`src/design/lfuc_pkg.sv`:
```
package lfuc_pkg;

  // Default build sizes
  localparam int ENTRIES_DEF    = 16;
  localparam int COUNT_BITS_DEF = 16;

  // Fixed field widths
  localparam int CAP_W = 5;
  localparam int KEY_W = 32;

  localparam logic [CAP_W-1:0] CAP_RESET  = 5'd16;
  localparam logic [KEY_W-1:0] MISS_VALUE = 32'hFFFF_FFFF;

  typedef enum logic {
    OP_GET = 1'b0,
    OP_PUT = 1'b1
  } op_e;

  typedef enum logic [2:0] {
    ST_IDLE,
    ST_SCAN,
    ST_DECIDE,
    ST_UPDATE,
    ST_RESULT
  } lfuc_state_e;

  // One request as latched by the engine
  typedef struct packed {
    op_e                     op;
    logic signed [KEY_W-1:0] key;
    logic signed [KEY_W-1:0] value;
  } req_t;

  // One result
  typedef struct packed {
    logic                    hit;
    logic signed [KEY_W-1:0] read_value;
    logic                    evicted;
    logic signed [KEY_W-1:0] evicted_key;
  } res_t;

endpackage

```
`src/design/lfu_cache_lru_tiebreak.sv`:
```
// LFU key-value cache with LRU tie break.
// Request channel: in_valid_i with operation_i (get/put), lookup_key_i and
// store_value_i; a request is taken on a clock edge with in_valid_i high and
// in_stall_o low. Result channel: out_valid_o with hit_o, read_value_o,
// evicted_o and evicted_key_o; it is taken on an edge with out_stall_i low.
// Capacity is set through cfg_valid_i/cfg_ready_o/cfg_data_i (always ready).
// The user must write it only while no request is in flight; the block
// does not enforce this. Each request scans the entry memory through its
// single read port (match, victim, free slot); a put, or a get that hits,
// then makes a read-modify-write pass for counts and recency ranks. The
// next request is taken once the result moves into the output register.
// The result sits in an output register, so a new request is taken while
// the receiver stalls; that request finishes its work and then waits until
// the output register is free.
// Reset clears all valid bits and the fill count and sets capacity to 16;
// no clearing pass over the memory is needed.
module lfu_cache_lru_tiebreak import lfuc_pkg::*; #(
  parameter int ENTRIES    = ENTRIES_DEF,
  parameter int COUNT_BITS = COUNT_BITS_DEF
) (
  input  logic                    clk_i,
  input  logic                    rst_ni,
  input  logic                    cfg_valid_i,
  output logic                    cfg_ready_o,
  input  logic [CAP_W-1:0]        cfg_data_i,
  input  logic                    in_valid_i,
  output logic                    in_stall_o,
  input  logic                    operation_i,
  input  logic signed [KEY_W-1:0] lookup_key_i,
  input  logic signed [KEY_W-1:0] store_value_i,
  output logic                    out_valid_o,
  input  logic                    out_stall_i,
  output logic                    hit_o,
  output logic signed [KEY_W-1:0] read_value_o,
  output logic                    evicted_o,
  output logic signed [KEY_W-1:0] evicted_key_o
);

  localparam int IDX_W = (ENTRIES > 1) ? $clog2(ENTRIES) : 1;
  localparam int ENT_W = 2 * KEY_W + COUNT_BITS + IDX_W;

  logic [CAP_W-1:0] cap_q;
  logic             out_valid_q;
  res_t             out_q;

  req_t             req;
  logic             req_ready;
  logic             res_valid;
  logic             res_ready;
  res_t             res;

  logic             rd_en;
  logic [IDX_W-1:0] rd_addr;
  logic [ENT_W-1:0] rd_data;
  logic             wr_en;
  logic [IDX_W-1:0] wr_addr;
  logic [ENT_W-1:0] wr_data;

  // Capacity register
  assign cfg_ready_o = 1'b1;
  always_ff @(posedge clk_i or negedge rst_ni) begin
    if (!rst_ni) begin
      cap_q <= CAP_RESET;
    end else if (cfg_valid_i) begin
      cap_q <= cfg_data_i;
    end
  end

  // Request side
  assign req.op     = op_e'(operation_i);
  assign req.key    = lookup_key_i;
  assign req.value  = store_value_i;
  assign in_stall_o = !req_ready;

  lfuc_engine #(
    .ENTRIES    (ENTRIES),
    .COUNT_BITS (COUNT_BITS)
  ) u_engine (
    .clk_i       (clk_i),
    .rst_ni      (rst_ni),
    .req_valid_i (in_valid_i),
    .req_ready_o (req_ready),
    .req_i       (req),
    .cap_i       (cap_q),
    .res_valid_o (res_valid),
    .res_ready_i (res_ready),
    .res_o       (res),
    .rd_en_o     (rd_en),
    .rd_addr_o   (rd_addr),
    .rd_data_i   (rd_data),
    .wr_en_o     (wr_en),
    .wr_addr_o   (wr_addr),
    .wr_data_o   (wr_data)
  );

  lfuc_ram #(
    .DEPTH  (ENTRIES),
    .ADDR_W (IDX_W),
    .DATA_W (ENT_W)
  ) u_ram (
    .clk_i     (clk_i),
    .rd_en_i   (rd_en),
    .rd_addr_i (rd_addr),
    .rd_data_o (rd_data),
    .wr_en_i   (wr_en),
    .wr_addr_i (wr_addr),
    .wr_data_i (wr_data)
  );

  // Output register
  assign res_ready = !out_valid_q || !out_stall_i;
  always_ff @(posedge clk_i or negedge rst_ni) begin
    if (!rst_ni) begin
      out_valid_q <= 1'b0;
    end else if (res_ready) begin
      out_valid_q <= res_valid;
    end
  end

  always_ff @(posedge clk_i) begin
    if (res_ready && res_valid) begin
      out_q <= res;
    end
  end

  assign out_valid_o   = out_valid_q;
  assign hit_o         = out_q.hit;
  assign read_value_o  = out_q.read_value;
  assign evicted_o     = out_q.evicted;
  assign evicted_key_o = out_q.evicted_key;

endmodule

```
`src/design/lfuc_ram.sv`:
```
module lfuc_ram import lfuc_pkg::*; #(
  parameter int DEPTH  = ENTRIES_DEF,
  parameter int ADDR_W = 4,
  parameter int DATA_W = 8
) (
  input  logic              clk_i,
  input  logic              rd_en_i,
  input  logic [ADDR_W-1:0] rd_addr_i,
  output logic [DATA_W-1:0] rd_data_o,
  input  logic              wr_en_i,
  input  logic [ADDR_W-1:0] wr_addr_i,
  input  logic [DATA_W-1:0] wr_data_i
);

  logic [DATA_W-1:0] mem [DEPTH];
  logic [DATA_W-1:0] rd_data_q;

  // Write port
  always_ff @(posedge clk_i) begin
    if (wr_en_i) begin
      mem[wr_addr_i] <= wr_data_i;
    end
  end

  // Registered read port
  always_ff @(posedge clk_i) begin
    if (rd_en_i) begin
      rd_data_q <= mem[rd_addr_i];
    end
  end

  assign rd_data_o = rd_data_q;

endmodule

```
`src/design/lfuc_engine.sv`:
```
module lfuc_engine import lfuc_pkg::*; #(
  parameter int ENTRIES    = ENTRIES_DEF,
  parameter int COUNT_BITS = COUNT_BITS_DEF,
  localparam int IDX_W  = (ENTRIES > 1) ? $clog2(ENTRIES) : 1,
  localparam int ENT_W  = 2 * KEY_W + COUNT_BITS + IDX_W,
  localparam int FILL_W = $clog2(ENTRIES + 1)
) (
  input  logic              clk_i,
  input  logic              rst_ni,
  input  logic              req_valid_i,
  output logic              req_ready_o,
  input  req_t              req_i,
  input  logic [CAP_W-1:0]  cap_i,
  output logic              res_valid_o,
  input  logic              res_ready_i,
  output res_t              res_o,
  output logic              rd_en_o,
  output logic [IDX_W-1:0]  rd_addr_o,
  input  logic [ENT_W-1:0]  rd_data_i,
  output logic              wr_en_o,
  output logic [IDX_W-1:0]  wr_addr_o,
  output logic [ENT_W-1:0]  wr_data_o
);

  localparam int CW = (FILL_W > CAP_W) ? FILL_W : CAP_W;
  localparam logic [IDX_W-1:0]      LAST      = IDX_W'(ENTRIES - 1);
  localparam logic [COUNT_BITS-1:0] COUNT_MAX = {COUNT_BITS{1'b1}};

  lfuc_state_e state_q, state_d;

  // Pass sequencing
  logic [IDX_W-1:0] addr_q;
  logic             issue_done_q;
  logic             rd_pend_q;
  logic [IDX_W-1:0] rd_idx_q;

  // Request and bookkeeping
  req_t               req_q;
  logic [ENTRIES-1:0] valid_q;
  logic [FILL_W-1:0]  fill_q;

  // Scan results
  logic                  found_q;
  logic [IDX_W-1:0]      sel_idx_q;
  logic [IDX_W-1:0]      sel_rank_q;
  logic [KEY_W-1:0]      sel_val_q;
  logic                  vic_ok_q;
  logic [IDX_W-1:0]      vic_idx_q;
  logic [COUNT_BITS-1:0] vic_cnt_q;
  logic [IDX_W-1:0]      vic_rank_q;
  logic [KEY_W-1:0]      vic_key_q;
  logic                  free_ok_q;
  logic [IDX_W-1:0]      free_idx_q;

  // Update target
  logic [IDX_W-1:0] tgt_q;
  logic [IDX_W-1:0] tgt_rank_q;
  logic             rank_all_q;
  res_t             res_q;

  // Entry fields on the read data
  logic [KEY_W-1:0]      e_key;
  logic [KEY_W-1:0]      e_value;
  logic [COUNT_BITS-1:0] e_count;
  logic [IDX_W-1:0]      e_rank;
  logic                  e_valid;
  logic                  last_idx;
  logic                  accept;
  logic                  vic_better;
  logic [CW-1:0]         cap_ext;
  logic [CW-1:0]         cap_eff;
  logic                  full;
  logic [COUNT_BITS-1:0] cnt_inc;

  assign e_key    = rd_data_i[ENT_W-1 -: KEY_W];
  assign e_value  = rd_data_i[ENT_W-KEY_W-1 -: KEY_W];
  assign e_count  = rd_data_i[IDX_W +: COUNT_BITS];
  assign e_rank   = rd_data_i[IDX_W-1:0];
  assign e_valid  = valid_q[rd_idx_q];
  assign last_idx = (rd_idx_q == LAST);
  assign accept   = req_valid_i && req_ready_o;

  // Least count wins, oldest among equal counts
  assign vic_better = !vic_ok_q || (e_count < vic_cnt_q) ||
                      ((e_count == vic_cnt_q) && (e_rank > vic_rank_q));

  // Effective capacity: zero acts as one, clamp to the built size
  assign cap_ext = CW'(cap_i);
  always_comb begin
    if (cap_i == '0) begin
      cap_eff = CW'(1);
    end else if (cap_ext > CW'(ENTRIES)) begin
      cap_eff = CW'(ENTRIES);
    end else begin
      cap_eff = cap_ext;
    end
  end
  assign full = (CW'(fill_q) >= cap_eff);

  assign cnt_inc = (e_count == COUNT_MAX) ? e_count : e_count + COUNT_BITS'(1);

  // Next state and handshakes
  always_comb begin
    state_d     = state_q;
    req_ready_o = 1'b0;
    res_valid_o = 1'b0;
    rd_en_o     = 1'b0;
    case (state_q)
      ST_IDLE: begin
        req_ready_o = 1'b1;
        if (req_valid_i) state_d = ST_SCAN;
      end
      ST_SCAN: begin
        rd_en_o = !issue_done_q;
        if (rd_pend_q && last_idx) state_d = ST_DECIDE;
      end
      ST_DECIDE: begin
        if (found_q || req_q.op == OP_PUT) begin
          state_d = ST_UPDATE;
        end else begin
          state_d = ST_RESULT;
        end
      end
      ST_UPDATE: begin
        rd_en_o = !issue_done_q;
        if (rd_pend_q && last_idx) state_d = ST_RESULT;
      end
      ST_RESULT: begin
        res_valid_o = 1'b1;
        if (res_ready_i) state_d = ST_IDLE;
      end
      default: state_d = ST_IDLE;
    endcase
  end

  assign rd_addr_o = addr_q;
  assign res_o     = res_q;

  // Write-back during the update pass
  assign wr_en_o   = (state_q == ST_UPDATE) && rd_pend_q;
  assign wr_addr_o = rd_idx_q;
  always_comb begin
    if (rd_idx_q == tgt_q) begin
      if (found_q) begin
        wr_data_o = {e_key, (req_q.op == OP_PUT) ? req_q.value : e_value,
                     cnt_inc, IDX_W'(0)};
      end else begin
        wr_data_o = {req_q.key, req_q.value, COUNT_BITS'(1), IDX_W'(0)};
      end
    end else if (e_valid && (rank_all_q || e_rank < tgt_rank_q)) begin
      wr_data_o = {e_key, e_value, e_count, e_rank + IDX_W'(1)};
    end else begin
      wr_data_o = rd_data_i;
    end
  end

  // Control registers
  always_ff @(posedge clk_i or negedge rst_ni) begin
    if (!rst_ni) begin
      state_q      <= ST_IDLE;
      addr_q       <= '0;
      issue_done_q <= 1'b0;
      rd_pend_q    <= 1'b0;
      valid_q      <= '0;
      fill_q       <= '0;
      found_q      <= 1'b0;
      vic_ok_q     <= 1'b0;
      free_ok_q    <= 1'b0;
    end else begin
      state_q   <= state_d;
      rd_pend_q <= rd_en_o;

      // Address walk, restarted before each pass
      if (state_q == ST_IDLE || state_q == ST_DECIDE) begin
        addr_q       <= '0;
        issue_done_q <= 1'b0;
      end else if (rd_en_o) begin
        if (addr_q == LAST) begin
          issue_done_q <= 1'b1;
        end else begin
          addr_q <= addr_q + IDX_W'(1);
        end
      end

      // Scan flags
      if (accept) begin
        found_q   <= 1'b0;
        vic_ok_q  <= 1'b0;
        free_ok_q <= 1'b0;
      end else if (state_q == ST_SCAN && rd_pend_q) begin
        if (e_valid) begin
          if (e_key == req_q.key) found_q <= 1'b1;
          if (vic_better) vic_ok_q <= 1'b1;
        end else begin
          free_ok_q <= 1'b1;
        end
      end

      // New entry into a free slot
      if (state_q == ST_DECIDE && !found_q && req_q.op == OP_PUT &&
          !(full && vic_ok_q)) begin
        valid_q[free_idx_q] <= 1'b1;
        fill_q              <= fill_q + FILL_W'(1);
      end
    end
  end

  // Datapath registers
  always_ff @(posedge clk_i) begin
    rd_idx_q <= addr_q;
    if (accept) begin
      req_q <= req_i;
    end

    // Scan: first match, victim, first free slot
    if (state_q == ST_SCAN && rd_pend_q) begin
      if (e_valid) begin
        if (!found_q && e_key == req_q.key) begin
          sel_idx_q  <= rd_idx_q;
          sel_rank_q <= e_rank;
          sel_val_q  <= e_value;
        end
        if (vic_better) begin
          vic_idx_q  <= rd_idx_q;
          vic_cnt_q  <= e_count;
          vic_rank_q <= e_rank;
          vic_key_q  <= e_key;
        end
      end else if (!free_ok_q) begin
        free_idx_q <= rd_idx_q;
      end
    end

    // Decide the target and the result
    if (state_q == ST_DECIDE) begin
      res_q.hit         <= found_q;
      res_q.read_value  <= '0;
      res_q.evicted     <= 1'b0;
      res_q.evicted_key <= '0;
      rank_all_q        <= 1'b0;
      if (found_q) begin
        tgt_q      <= sel_idx_q;
        tgt_rank_q <= sel_rank_q;
        if (req_q.op == OP_GET) res_q.read_value <= sel_val_q;
      end else if (req_q.op == OP_GET) begin
        res_q.read_value <= MISS_VALUE;
      end else if (full && vic_ok_q) begin
        // Victim slot is reused; entries newer than it age by one
        tgt_q             <= vic_idx_q;
        tgt_rank_q        <= vic_rank_q;
        res_q.evicted     <= 1'b1;
        res_q.evicted_key <= vic_key_q;
      end else begin
        tgt_q      <= free_idx_q;
        tgt_rank_q <= '0;
        rank_all_q <= 1'b1;
      end
    end
  end

`ifndef SYNTHESIS
  a_no_same_entry: assert property (@(posedge clk_i) disable iff (!rst_ni)
    (wr_en_o && rd_en_o) |-> (wr_addr_o != rd_addr_o))
    else $error("read and write of one entry in the same cycle");

  a_fill_tracks_valid: assert property (@(posedge clk_i) disable iff (!rst_ni)
    fill_q == FILL_W'($countones(valid_q)))
    else $error("fill count out of step with valid bits");

  a_evict_only_put_miss: assert property (@(posedge clk_i) disable iff (!rst_ni)
    (res_valid_o && res_o.evicted) |-> (!res_o.hit && req_q.op == OP_PUT))
    else $error("eviction on a hit or a get");

  a_insert_has_slot: assert property (@(posedge clk_i) disable iff (!rst_ni)
    (state_q == ST_DECIDE && !found_q && req_q.op == OP_PUT && !full)
      |-> free_ok_q)
    else $error("no free slot for an insert below capacity");
`endif

endmodule
```
`config.mk`:
```
export PLATFORM = sky130hd
export DESIGN_NAME = lfu_cache_lru_tiebreak
export DESIGN_NICKNAME = d
export VERILOG_FILES = /design/src/design/lfuc_pkg.sv /design/src/design/lfu_cache_lru_tiebreak.sv /design/src/design/lfuc_ram.sv /design/src/design/lfuc_engine.sv
export SDC_FILE = /design/constraint.sdc
export NUM_CORES = 2
export LEC_CHECK = 0
export BUFFER_PORTS_ARGS = -buffer_cell sky130_fd_sc_hd__clkbuf_2
export CORE_ASPECT_RATIO = 0.6
export CORE_MARGIN = 3
export CORE_UTILIZATION = 48
export DETAILED_ROUTE_END_ITERATION = 8
export SLEW_MARGIN = 20
export SYNTH_ARGS = -nofsm -noshare
export SYNTH_HDL_FRONTEND = slang
export SYNTH_SLANG_ARGS = --single-unit
```
`constraint.sdc`:
```
create_clock -name clk_i -period 9.6 [get_ports clk_i]
set_input_delay 0.48 -clock clk_i [delete_from_list [all_inputs] [get_ports clk_i]]
set_output_delay 0.48 -clock clk_i [all_outputs]
set_load 0.02 [all_outputs]
```
==> results.cfg <==
[outcome]
outcome = complete, no violations

[clock_tree]
clk_latency_ns = 0.78
root_buffer = clkbuf_16
clk_pin_slew_ns = 0.06
cts_buffers = 159
cts-resized-gates = 0
tritoncts = built
htree_levels = 4
clock_path_buffers = 3
cts.sinks = 1777

[detailed_routing]
drc_errors = 0
drt_wl_total_um = 151000
first_iter_violations = 3492
vias = 30400
antenna_left = 0
via_per_inst = 5.95
wl_per_cell_um = 29.6
firstDrtPassIters = 6

[min_path]
min_to = cap_q[2]
hold_depth = 2
worstHoldStart = cfg_valid_i
hp-class = in -> reg

[cells_and_area]
multi_input_area_um2 = 13400
area_growth_pct = 13.4
finish.cell_count_without_fillers = 5107
num-nets-final = 3270
final_area_um2 = 76000
nFillCells = 10100
regArea_um2 = 53100
layout-drive-gt1-share = 0.290

[global_route]
grtUsageTotal = 0.212
grt_pass1_wl_um = 221000
grt_pass1_vias = 31400
antenna_found_initial = 3
overflow = 0
grt_start_max_net_pins = 173

[critical_path]
cp_slowest_cell = dfrtp_4
cp_slowest_stage_delay_ns = 1.19
path_cells = buf_4 > buf_12 > mux4_2 > mux4_2
arrival_ns = 4.60
ff2ff_setup_slack_ns = 5.51
reg2reg_from = u_engine.rd_addr_o[1]
cp_top_family = buffers and inverters
crit_required_ns = 10.10
r2r_end = u_ram.rd_data_o[70]
cp_common_cell = mux4_2
start_kind = register
critPathMaxFanout = 172
ff2ff_path_depth = 4
worstSetupEndpointType = register
path_buf_inv = 2
crit_type = reg -> reg

[placed_design]
placed_cell_area_um2 = 70200
hpwlAfterDp_um = 77300
numPortBuffers = 142
place_congestion = 0.743
placed_cells = 4747

[logic_synthesis]
synth_cells = 2852
synth_edf_count = 1734
synth_area_per_cell_um2 = 23.5
synth_top_family_by_area = multiplexers
mappedNetlistArea_um2 = 67000
synth.mux.area_fraction = 0.155
synth_area_leaders = edfxtp_1 (78%), mux4_2 (14%), dfrtp_1 (1.4%)
post-synth-top-area-fraction = 0.777
yosys_warnings = 0
synth_cell_types = 61
synth-seq-cells = 1777
synth-compound-area-share = 0.0124
postSynthNetCount = 2959
synth_most_common_cell = edfxtp_1
yosys.area_share.simple = 0.0159
yosys.area.top_type = edfxtp_1
ys_async_sr_fraction = 0.0219
ys.flop_type = edfxtp_1
synth-xor-area-share = 0.00704
yosys.area_share.adder = 0.00598
synth-seq-area-share = 0.793
synth_commonest_cells = edfxtp_1 (1734), mux4_2 (420), clkbuf_1 (70), mux2_2 (68), nor2_1 (58)

[die]
die_y_um = 295
placeableCoreArea_um2 = 138000
pin_count = 144
die_area_um2 = 144000
die_w_um = 488
fp-row-count = 105
initial_utilization = 0.487

[timing]
maxSlewViolCount = 0
slew_headroom = 0.200
rsz0062_at_grt = no
period_needed_ns = 4.09
hold_viol_final = 0
tightest_slew_ns = 1.20
tns_ns = 0
fin_crit_sh = 0.426
clock-skew-final_ns = 0.0338
max_freq_mhz = 244
setup_viol_count_final = 0

[job]
maxCapViolations = 0

[power]
powerDensity_nw_per_um2 = 289
fin_total_pwr_w = 0.0220
total_leakage_power_nw = 23.9
max-vdd-ir-drop_mv = 0.208
per-stage QoR:
stage               hold slack (ns)  setup slack [ns]   util
finish                       0.0773              5.51  0.552
floorplan                     0.184              2.32      -
global placement              0.401              5.52  0.510
CTS                          0.0205              5.52  0.552
global route                 0.0603              5.30  0.552
detailed placement            0.405              5.53  0.510
layout make-up:
class,count,area share
antenna,1,0.0000329
clock buffer,204,0.0562
clock inverter,81,0.00993
inverter,37,0.00183
multi-input combinational,914,0.176
sequential,1777,0.700
tap,1819,0.0300
timing repair buffer,274,0.0263
metal layers:
metal,up-vias,part of all wire,track usage
met1,16500,0.45,0.326
li1,12600,-,-
met2,1087,0.47,0.326
met3,177,0.064,0.0360
met4,2,0.014,0.0447
met5,-,0.000086,0
how the worst max path moves through the flow:
stage	start	to	slack, ns	depth (start not counted)
after CTS	u_engine.wr_addr_o[3]	u_engine.sel_val_q[7]	5.52	7
after floorplan	u_engine.state_q[2]	u_ram.mem[0][0]	2.32	5
after detailed placement	u_engine.wr_addr_o[3]	u_engine.sel_val_q[9]	5.53	7
final	u_engine.rd_addr_o[1]	u_ram.rd_data_o[70]	5.51	4
after global routing	u_engine.rd_addr_o[0]	u_ram.rd_data_o[41]	5.30	4
after global placement	u_engine.wr_addr_o[3]	u_engine.sel_val_q[5]	5.52	7
sequential cells by signal, summed over array words and instances, names as in the netlist, 5 cells and up:
| signal | cells |
|---|---|
| cap_q | 5 |
| evicted_key_o | 32 |
| read_value_o | 32 |
| u_engine.fill_q | 5 |
| u_engine.req_q | 65 |
| u_engine.res_o | 66 |
| u_engine.sel_val_q | 32 |
| u_engine.valid_q | 16 |
| u_engine.vic_cnt_q | 16 |
| u_engine.vic_key_q | 32 |
| u_ram.mem | 1344 |
| u_ram.rd_data_o | 84 |
layout by cell type, fill, tap and decap left out, types with 37 or more instances in the layout:
cell type,instances
buf_4,49
edfxtp_1,1734
mux4_2,420
clkbuf_2,141
clkinv_1,39
xor2_1,40
mux2_2,68
clkbuf_1,37
clkbuf_16,163
dlygate4sd3_1,74
nor2_1,42
cell families (layout without fill, tap and decap cells):
family / Yosys count / count (layout)
AO/OA/AOI/OAI: 117 / 117
multiplexers: 502 / 502
XOR/XNOR: 53 / 53
adder cells (fa/ha/maj): 32 / 32
AND/OR/NAND/NOR: 209 / 209
other: 1 / 2
flip-flops: 1777 / 1777
buffers and inverters: 161 / 596
where the power goes:
group	total, W	switching [W]	internal [W]
logic	0.00469	0.00281	0.00188
clock network	0.00619	0.00276	0.00343
registers	0.0111	0.000552	0.0105
what timing repair did:
item,CTS,global route
hold endpoints to repair,110,0
hold buffers,74,0
setup buffers,0,0
Note: power is estimated with default switching activity, not from simulation.
